### src/rtl/core/itaf_pkg.sv
// Shared types, format codes and a digit helper for the integer-to-ASCII formatter.
// No dependencies; imported by itaf_dabble, int_to_ascii_formatter_unit and tb_top.
package itaf_pkg;

  localparam int WordBits   = 32;
  localparam int DecDigits  = 10;
  localparam int HexDigits  = 8;
  localparam int DigitBits  = 4;
  localparam int BcdBits    = DecDigits * DigitBits;
  localparam int TopLo      = BcdBits - DigitBits;
  localparam int CntBits    = 4;
  localparam int CharBits   = 8;
  localparam int KindBits   = 3;
  localparam int IterBits   = $clog2(WordBits);

  localparam logic [KindBits-1:0] KindSdec = 3'd0;
  localparam logic [KindBits-1:0] KindUdec = 3'd1;
  localparam logic [KindBits-1:0] KindLhex = 3'd2;
  localparam logic [KindBits-1:0] KindUhex = 3'd3;

  localparam logic [CharBits-1:0] CharMinus = 8'h2d;
  localparam logic [CharBits-1:0] CharZero  = 8'h30;
  localparam logic [CharBits-1:0] CharLowA  = 8'h61;
  localparam logic [CharBits-1:0] CharUpA   = 8'h41;

  typedef struct packed {
    logic [KindBits-1:0] kind;
    logic [WordBits-1:0] value;
  } in_t;

  typedef struct packed {
    logic [CharBits-1:0] char_code;
    logic [CntBits-1:0]  char_count;
    logic                last;
  } out_t;

  typedef enum logic [2:0] {
    ST_IDLE,
    ST_CONV,
    ST_SKIP,
    ST_SIGN,
    ST_EMIT
  } state_t;

  // One hex or decimal digit to its ASCII code.
  function automatic logic [CharBits-1:0] digit_char(input logic [DigitBits-1:0] d,
                                                     input logic upper);
    logic [CharBits-1:0] base;
    base = upper ? CharUpA : CharLowA;
    if (d < 4'd10) begin
      return CharZero + {4'd0, d};
    end else begin
      return base + {4'd0, d} - 8'd10;
    end
  endfunction

endpackage

### src/rtl/core/itaf_dabble.sv
// Bit-serial binary to BCD converter (shift and add-3), one input bit per cycle.
// Depends on itaf_pkg.
module itaf_dabble (
  input  logic                           clk,
  input  logic                           rst,
  input  logic                           start,
  input  logic [itaf_pkg::WordBits-1:0]  mag,
  output logic                           done,
  output logic [itaf_pkg::BcdBits-1:0]   bcd
);
  import itaf_pkg::*;

  logic [WordBits-1:0] bin;
  logic [IterBits-1:0] iter;
  logic                busy;
  logic [BcdBits-1:0]  adj;

  // Every BCD digit of 5 or more gets +3 before the shift.
  always_comb begin
    for (int i = 0; i < DecDigits; i++) begin
      adj[i*DigitBits +: DigitBits] = (bcd[i*DigitBits +: DigitBits] >= 4'd5)
          ? bcd[i*DigitBits +: DigitBits] + 4'd3
          : bcd[i*DigitBits +: DigitBits];
    end
  end

  always_ff @(posedge clk) begin
    if (rst) begin
      busy <= 1'b0;
      done <= 1'b0;
      iter <= '0;
    end else begin
      done <= busy && (iter == IterBits'(WordBits - 1));
      if (start) begin
        busy <= 1'b1;
        iter <= '0;
      end else if (busy) begin
        iter <= iter + 1'b1;
        if (iter == IterBits'(WordBits - 1)) begin
          busy <= 1'b0;
        end
      end
    end
  end

  always_ff @(posedge clk) begin
    if (start) begin
      bin <= mag;
      bcd <= '0;
    end else if (busy) begin
      bin <= {bin[WordBits-2:0], 1'b0};
      bcd <= {adj[BcdBits-2:0], bin[WordBits-1]};
    end
  end

endmodule

### src/rtl/core/int_to_ascii_formatter_unit.sv
// Top level of the integer-to-ASCII formatter: decimal or hex text, one char per transfer.
// Depends on itaf_pkg and itaf_dabble.
//
//   channel | direction | payload            | handshake
//   --------+-----------+--------------------+------------------------
//   in      | to unit   | in_t  (kind,value) | in_valid / in_stall
//   out     | from unit | out_t (char,count, | out_valid / out_stall
//           |           |        last)       |
//
// One item at a time. Decimal: the item is accepted and run through the shift/add-3
// converter, then leading zeros are suppressed one at a time in the skip state (up
// to 9), then a minus sign if negative and the digits go out, one character per
// transfer as out_stall allows. Hex skips the converter: 8 nibbles, up to 7
// skipped; kinds 4 to 7 emit nothing. Reset (rst, synchronous) returns to idle and
// drops out_valid. out_stall only delays character transfers; the last character
// may still wait while a new item is taken.
module int_to_ascii_formatter_unit (
  input  logic            clk,
  input  logic            rst,
  input  itaf_pkg::in_t   in_data,
  input  logic            in_valid,
  output logic            in_stall,
  output itaf_pkg::out_t  out_data,
  output logic            out_valid,
  input  logic            out_stall
);
  import itaf_pkg::*;

  state_t              state, state_next;
  logic [BcdBits-1:0]  dig, dig_next;
  logic [CntBits-1:0]  ndig, ndig_next;
  logic [CntBits-1:0]  cnt, cnt_next;
  logic                neg, neg_next;
  logic                upper, upper_next;
  out_t                out_next;
  logic                out_valid_next;
  logic                start;
  logic                slot;
  logic                conv_done;
  logic [WordBits-1:0] mag;
  logic [BcdBits-1:0]  bcd;

  itaf_dabble u_dabble (
    .clk   (clk),
    .rst   (rst),
    .start (start),
    .mag   (mag),
    .done  (conv_done),
    .bcd   (bcd)
  );

  assign in_stall = (state != ST_IDLE);
  assign slot     = !out_valid || !out_stall;
  assign mag      = (in_data.kind == KindSdec && in_data.value[WordBits-1])
                    ? (~in_data.value + 1'b1) : in_data.value;

  always_comb begin
    state_next     = state;
    dig_next       = dig;
    ndig_next      = ndig;
    cnt_next       = cnt;
    neg_next       = neg;
    upper_next     = upper;
    out_next       = out_data;
    out_valid_next = out_valid && out_stall;
    start          = 1'b0;

    case (state)
      ST_IDLE: begin
        cnt_next = '0;
        if (in_valid) begin
          case (in_data.kind)
            KindSdec, KindUdec: begin
              start      = 1'b1;
              neg_next   = (in_data.kind == KindSdec) && in_data.value[WordBits-1];
              upper_next = 1'b0;
              state_next = ST_CONV;
            end
            KindLhex, KindUhex: begin
              dig_next   = {in_data.value, {(BcdBits - WordBits){1'b0}}};
              ndig_next  = CntBits'(HexDigits);
              neg_next   = 1'b0;
              upper_next = (in_data.kind == KindUhex);
              state_next = ST_SKIP;
            end
            default: ;
          endcase
        end
      end
      ST_CONV: begin
        if (conv_done) begin
          dig_next   = bcd;
          ndig_next  = CntBits'(DecDigits);
          state_next = ST_SKIP;
        end
      end
      ST_SKIP: begin
        // drop leading zeros but keep at least one digit
        if (ndig > 4'd1 && dig[BcdBits-1:TopLo] == '0) begin
          dig_next  = {dig[TopLo-1:0], {DigitBits{1'b0}}};
          ndig_next = ndig - 1'b1;
        end else begin
          state_next = neg ? ST_SIGN : ST_EMIT;
        end
      end
      ST_SIGN: begin
        if (slot) begin
          out_next.char_code  = CharMinus;
          out_next.char_count = cnt + 1'b1;
          out_next.last       = 1'b0;
          out_valid_next      = 1'b1;
          cnt_next            = cnt + 1'b1;
          state_next          = ST_EMIT;
        end
      end
      ST_EMIT: begin
        if (slot) begin
          out_next.char_code  = digit_char(dig[BcdBits-1:TopLo], upper);
          out_next.char_count = cnt + 1'b1;
          out_next.last       = (ndig == 4'd1);
          out_valid_next      = 1'b1;
          cnt_next            = cnt + 1'b1;
          dig_next            = {dig[TopLo-1:0], {DigitBits{1'b0}}};
          ndig_next           = ndig - 1'b1;
          if (ndig == 4'd1) begin
            state_next = ST_IDLE;
          end
        end
      end
      default: begin
        state_next = ST_IDLE;
      end
    endcase
  end

  always_ff @(posedge clk) begin
    if (rst) begin
      state     <= ST_IDLE;
      out_valid <= 1'b0;
      cnt       <= '0;
      ndig      <= '0;
    end else begin
      state     <= state_next;
      out_valid <= out_valid_next;
      cnt       <= cnt_next;
      ndig      <= ndig_next;
    end
  end

  always_ff @(posedge clk) begin
    dig      <= dig_next;
    neg      <= neg_next;
    upper    <= upper_next;
    out_data <= out_next;
  end

endmodule

### config.mk
export PLATFORM = sky130hd
export DESIGN_NAME = int_to_ascii_formatter_unit
export DESIGN_NICKNAME = d
export VERILOG_FILES = /design/src/rtl/core/itaf_pkg.sv /design/src/rtl/core/itaf_dabble.sv /design/src/rtl/core/int_to_ascii_formatter_unit.sv
export SDC_FILE = /design/constraint.sdc
export NUM_CORES = 1
export LEC_CHECK = 0
export ABC_AREA = 1
export BUFFER_PORTS_ARGS = -buffer_cell sky130_fd_sc_hd__buf_4
export CAP_MARGIN = 25
export CORE_MARGIN = 1.5
export CORE_UTILIZATION = 60
export CTS_BUF_LIST = sky130_fd_sc_hd__clkbuf_8
export DETAILED_ROUTE_END_ITERATION = 8
export PLACE_DENSITY = 0.83
export SLEW_MARGIN = 20
export SYNTH_ARGS = -nofsm -noshare
export SYNTH_HDL_FRONTEND = slang
export SYNTH_SLANG_ARGS = --single-unit
### constraint.sdc
create_clock -name clk -period 2.3 [get_ports clk]
set_input_delay 0.23 -clock clk [delete_from_list [all_inputs] [get_ports clk]]
set_output_delay 0.23 -clock clk [all_outputs]
set_load 0.02 [all_outputs]
==> results_dict.tcl <==
set metrics [dict create \
    min_period_over_period_pct 91.03 \
    drtAntennaViolNets 0 \
    numPortBuffers 52 \
    finalHoldViolations 0 \
    r2r_slack_ps 210 \
    cts.sinks 145 \
    grt_pass1_wl_um 30470 \
    r2r-end "u_dabble.bcd[5]$_SDFFE_PP0P_" \
    ys_ff_latch 145 \
    crit_start "state[0]$_SDFFE_PP0P_" \
    h-tree-depth 4 \
    p_per_area_nw_per_um2 1125 \
    p_switching_uw 3938 \
    hold_class "in2reg" \
    dpl.hpwl_um 13210 \
    drt-wirelength-per-cell_um 15.84 \
    timing.slew.headroom_pct 39.51 \
    synth-async-reset-ratio_pct 0 \
    path_class "reg2reg" \
    tns_ps 0 \
    fillers 1007 \
    cts-root-buf "clkbuf_8" \
    switching_share_pct 39.26 \
    worstHoldStart "in_data[0]" \
    min_to "dig[8]$_DFFE_PP_" \
    cts_max_path_buffers 2 \
    clk_pin_slew_ps 80 \
    grt_antenna_before_repair 0 \
    numCtsBuffers 17 \
    placementRows 41 \
    setup_viol 0 \
    maxCapViolations 0 \
    ys_types 41 \
    dr_total_vias 6837 \
    yosysWarningCount 0 \
    netlist_area_um2 7990 \
    diodes 0 \
    synth_edf_count 86 \
    slew_viol_final 0 \
    syn_area_per_cell_um2 8.393 \
    die-area_um2 14020 \
    clkPwrFrac_pct 18.9 \
    clkLatencyLatePin_ps 470 \
    synth_cells 952 \
    p_comb_share_pct 36.7 \
    synth_flop_cell "edfxtp_1" \
    ios 54 \
    cts_tree "built" \
    drtPass1Iterations 6 \
    cp-end-kind "flip-flop" \
    rsz0062_at_grt "false" \
    r2r_start "state[0]$_SDFFE_PP0P_" \
    skew_ps 12.64 \
    layout.nets 1074 \
    critPathRequiredTime_ps 2680 \
    p_leak_uw 0.003820 \
    drtIter0Drc 767 \
    grt_start_max_net_pins 46 \
    whs_path_depth 3 \
    seq_power_share_pct 44.5 \
    core_region_area_um2 12820 \
    worstRegToRegCells 8 \
    wl_um 18870 \
    cts_resized 0 \
    post-route-drc-count 0 \
    setup.worst_path.start_class "flip-flop" \
    final_cell_mix "nand2_1 (229), inv_1 (110), edfxtp_1 (86)" \
    fin_crit_ps 2094 \
    outcome "completed" \
    track_usage_pct 27.61 \
    gp_congestion 0.9562 \
    final_common_cell "nand2_1" \
    synth_fp_nets 1019 \
    start_util_pct 62.30 \
    die_y_um 118.4 \
    p_int_uw 6094 \
    die_x_um 118.4 \
    layout-drive-gt1-share_pct 14.03 \
    fmax_mhz 477.6 \
    vias_per_cell 5.741 \
    gr-total-overflow 0 \
    cp_max_fo 11 \
    ir_drop_mv 0.5386 \
    area_growth_pct 11.65 \
    grt_pass1_vias 6287 \
    whs_ps 60.37 \
    cp.arrival_ps 2470 \
    tightest_slew_ps 904.0 \
    ys_seq_area_share_pct 47.10 \
]
[logic make-up (layout without fill, tap and decap cells)]
| kind of cell | after synthesis | after routing | synth area share (%) |
|---|---|---|---|
| simple gates | 399 | 399 | 21.09 |
| compound gates | 201 | 201 | 16.11 |
| buf+inv | 147 | 214 | 7.861 |
| flops | 145 | 145 | 47.10 |
| xor+xnor | 31 | 31 | 3.398 |
| fa+ha+maj | 28 | 28 | 4.385 |
| other cells | 1 | 1 | 0.04693 |
[final cells by class]
| cell class | count | area, µm² | share of cell area, % |
|---|---|---|---|
| inverter | 115 | 431.7 | 4.839 |
| timing repair buffer | 68 | 550.5 | 6.171 |
| multi-input combinational | 660 | 3601 | 40.36 |
| clock inverter | 14 | 125.1 | 1.403 |
| tap | 172 | 215.2 | 2.412 |
| sequential | 145 | 3764 | 42.19 |
| clock buffer | 17 | 234.0 | 2.623 |
[power groups by stage]
stage	Clock [µW]	Combinational [µW]	Sequential, µW
after CTS	1910	3650	4450
final	1890	3680	4460
after floorplan	0	2690	4420
after global placement	0	3490	4470
after global routing	2030	4110	4550
after detailed placement	0	3620	4500
[routing by layer]
layer	vias to the layer above	GRT usage, %	part of all wire, %
met4	0	9.413	1.9
met2	316	45.49	48
li1	3310	-	-
met5	-	0	0
met3	39	6.757	8.3
met1	3172	35.69	42
[state kept, by name, summed over array words and instances (netlist names), 3 cells and up]
name and cells:
dig 40, u_dabble.bcd 40, u_dabble.bin 32, out_data 12
u_dabble.iter 5, cnt 4, ndig 4, state 3
[worst max path at each step]
stage                                        end  slack [ps]  cells after the start
floorplan                   dig[0]$_SDFFCE_PP0P_         360                      7
global placement                dig[8]$_DFFE_PP_         310                      8
detailed placement              dig[9]$_DFFE_PP_         280                      8
CTS                 u_dabble.bcd[5]$_SDFFE_PP0P_         220                      8
global route        u_dabble.bcd[5]$_SDFFE_PP0P_          60                      8
finish              u_dabble.bcd[5]$_SDFFE_PP0P_         210                      8
[what timing repair did]
item                                   in CTS  in global routing
endpoints found under the hold margin       7                  0
hold buffers                                1                  0
setup buffers                               0                  0
[worst max-delay path: stages, from the launching register on]
cell and delay, ps:
dfxtp_1 420, inv_2 100, nand2_2 120, nor3_4 70, nand2_2 100, inv_2 40
nor2_1 680, inv_2 270, o22ai_1 200
[metrics by stage]
step	cells	area (µm²)	setup WS [ps]	util, %	total power, µW
detailed placement	1159	8552	278.7	66.68	8112
global placement	1159	8552	310.7	66.68	7957
floorplan	952	7990	364.4	-	7108
global route	1191	8921	58.38	69.56	10690
CTS	1191	8921	223.1	69.56	10010
finish	1191	8921	206.2	69.56	10030
[cell usage after synthesis (2+ instances only)]
cell type / number / area share (%)
nor3b_1: 2 / 0.19
o31ai_1: 5 / 0.47
clkbuf_1: 4 / 0.19
edfxtp_1: 86 / 32
nor2_2: 4 / 0.31
o22ai_1: 11 / 0.86
buf_4: 2 / 0.19
buf_6: 6 / 0.85
nand4_1: 8 / 0.63
o21ai_0: 73 / 4.6
nor3_1: 11 / 0.69
nand2_1: 230 / 11
xnor2_1: 6 / 0.66
nor2_4: 3 / 0.42
dfxtp_1: 59 / 15
a21oi_1: 39 / 2.4
inv_2: 6 / 0.28
nand2_2: 5 / 0.39
buf_2: 17 / 1.1
nand3_1: 44 / 2.8
clkbuf_2: 2 / 0.13
a22oi_1: 6 / 0.56
o211ai_1: 11 / 1.0
o21ai_1: 25 / 1.6
a22oi_2: 26 / 4.1
nand3b_1: 6 / 0.56
nor2_1: 82 / 3.9
xor2_1: 25 / 2.7
ha_1: 28 / 4.4
inv_1: 109 / 5.1
(Power assumes the default switching activity.)
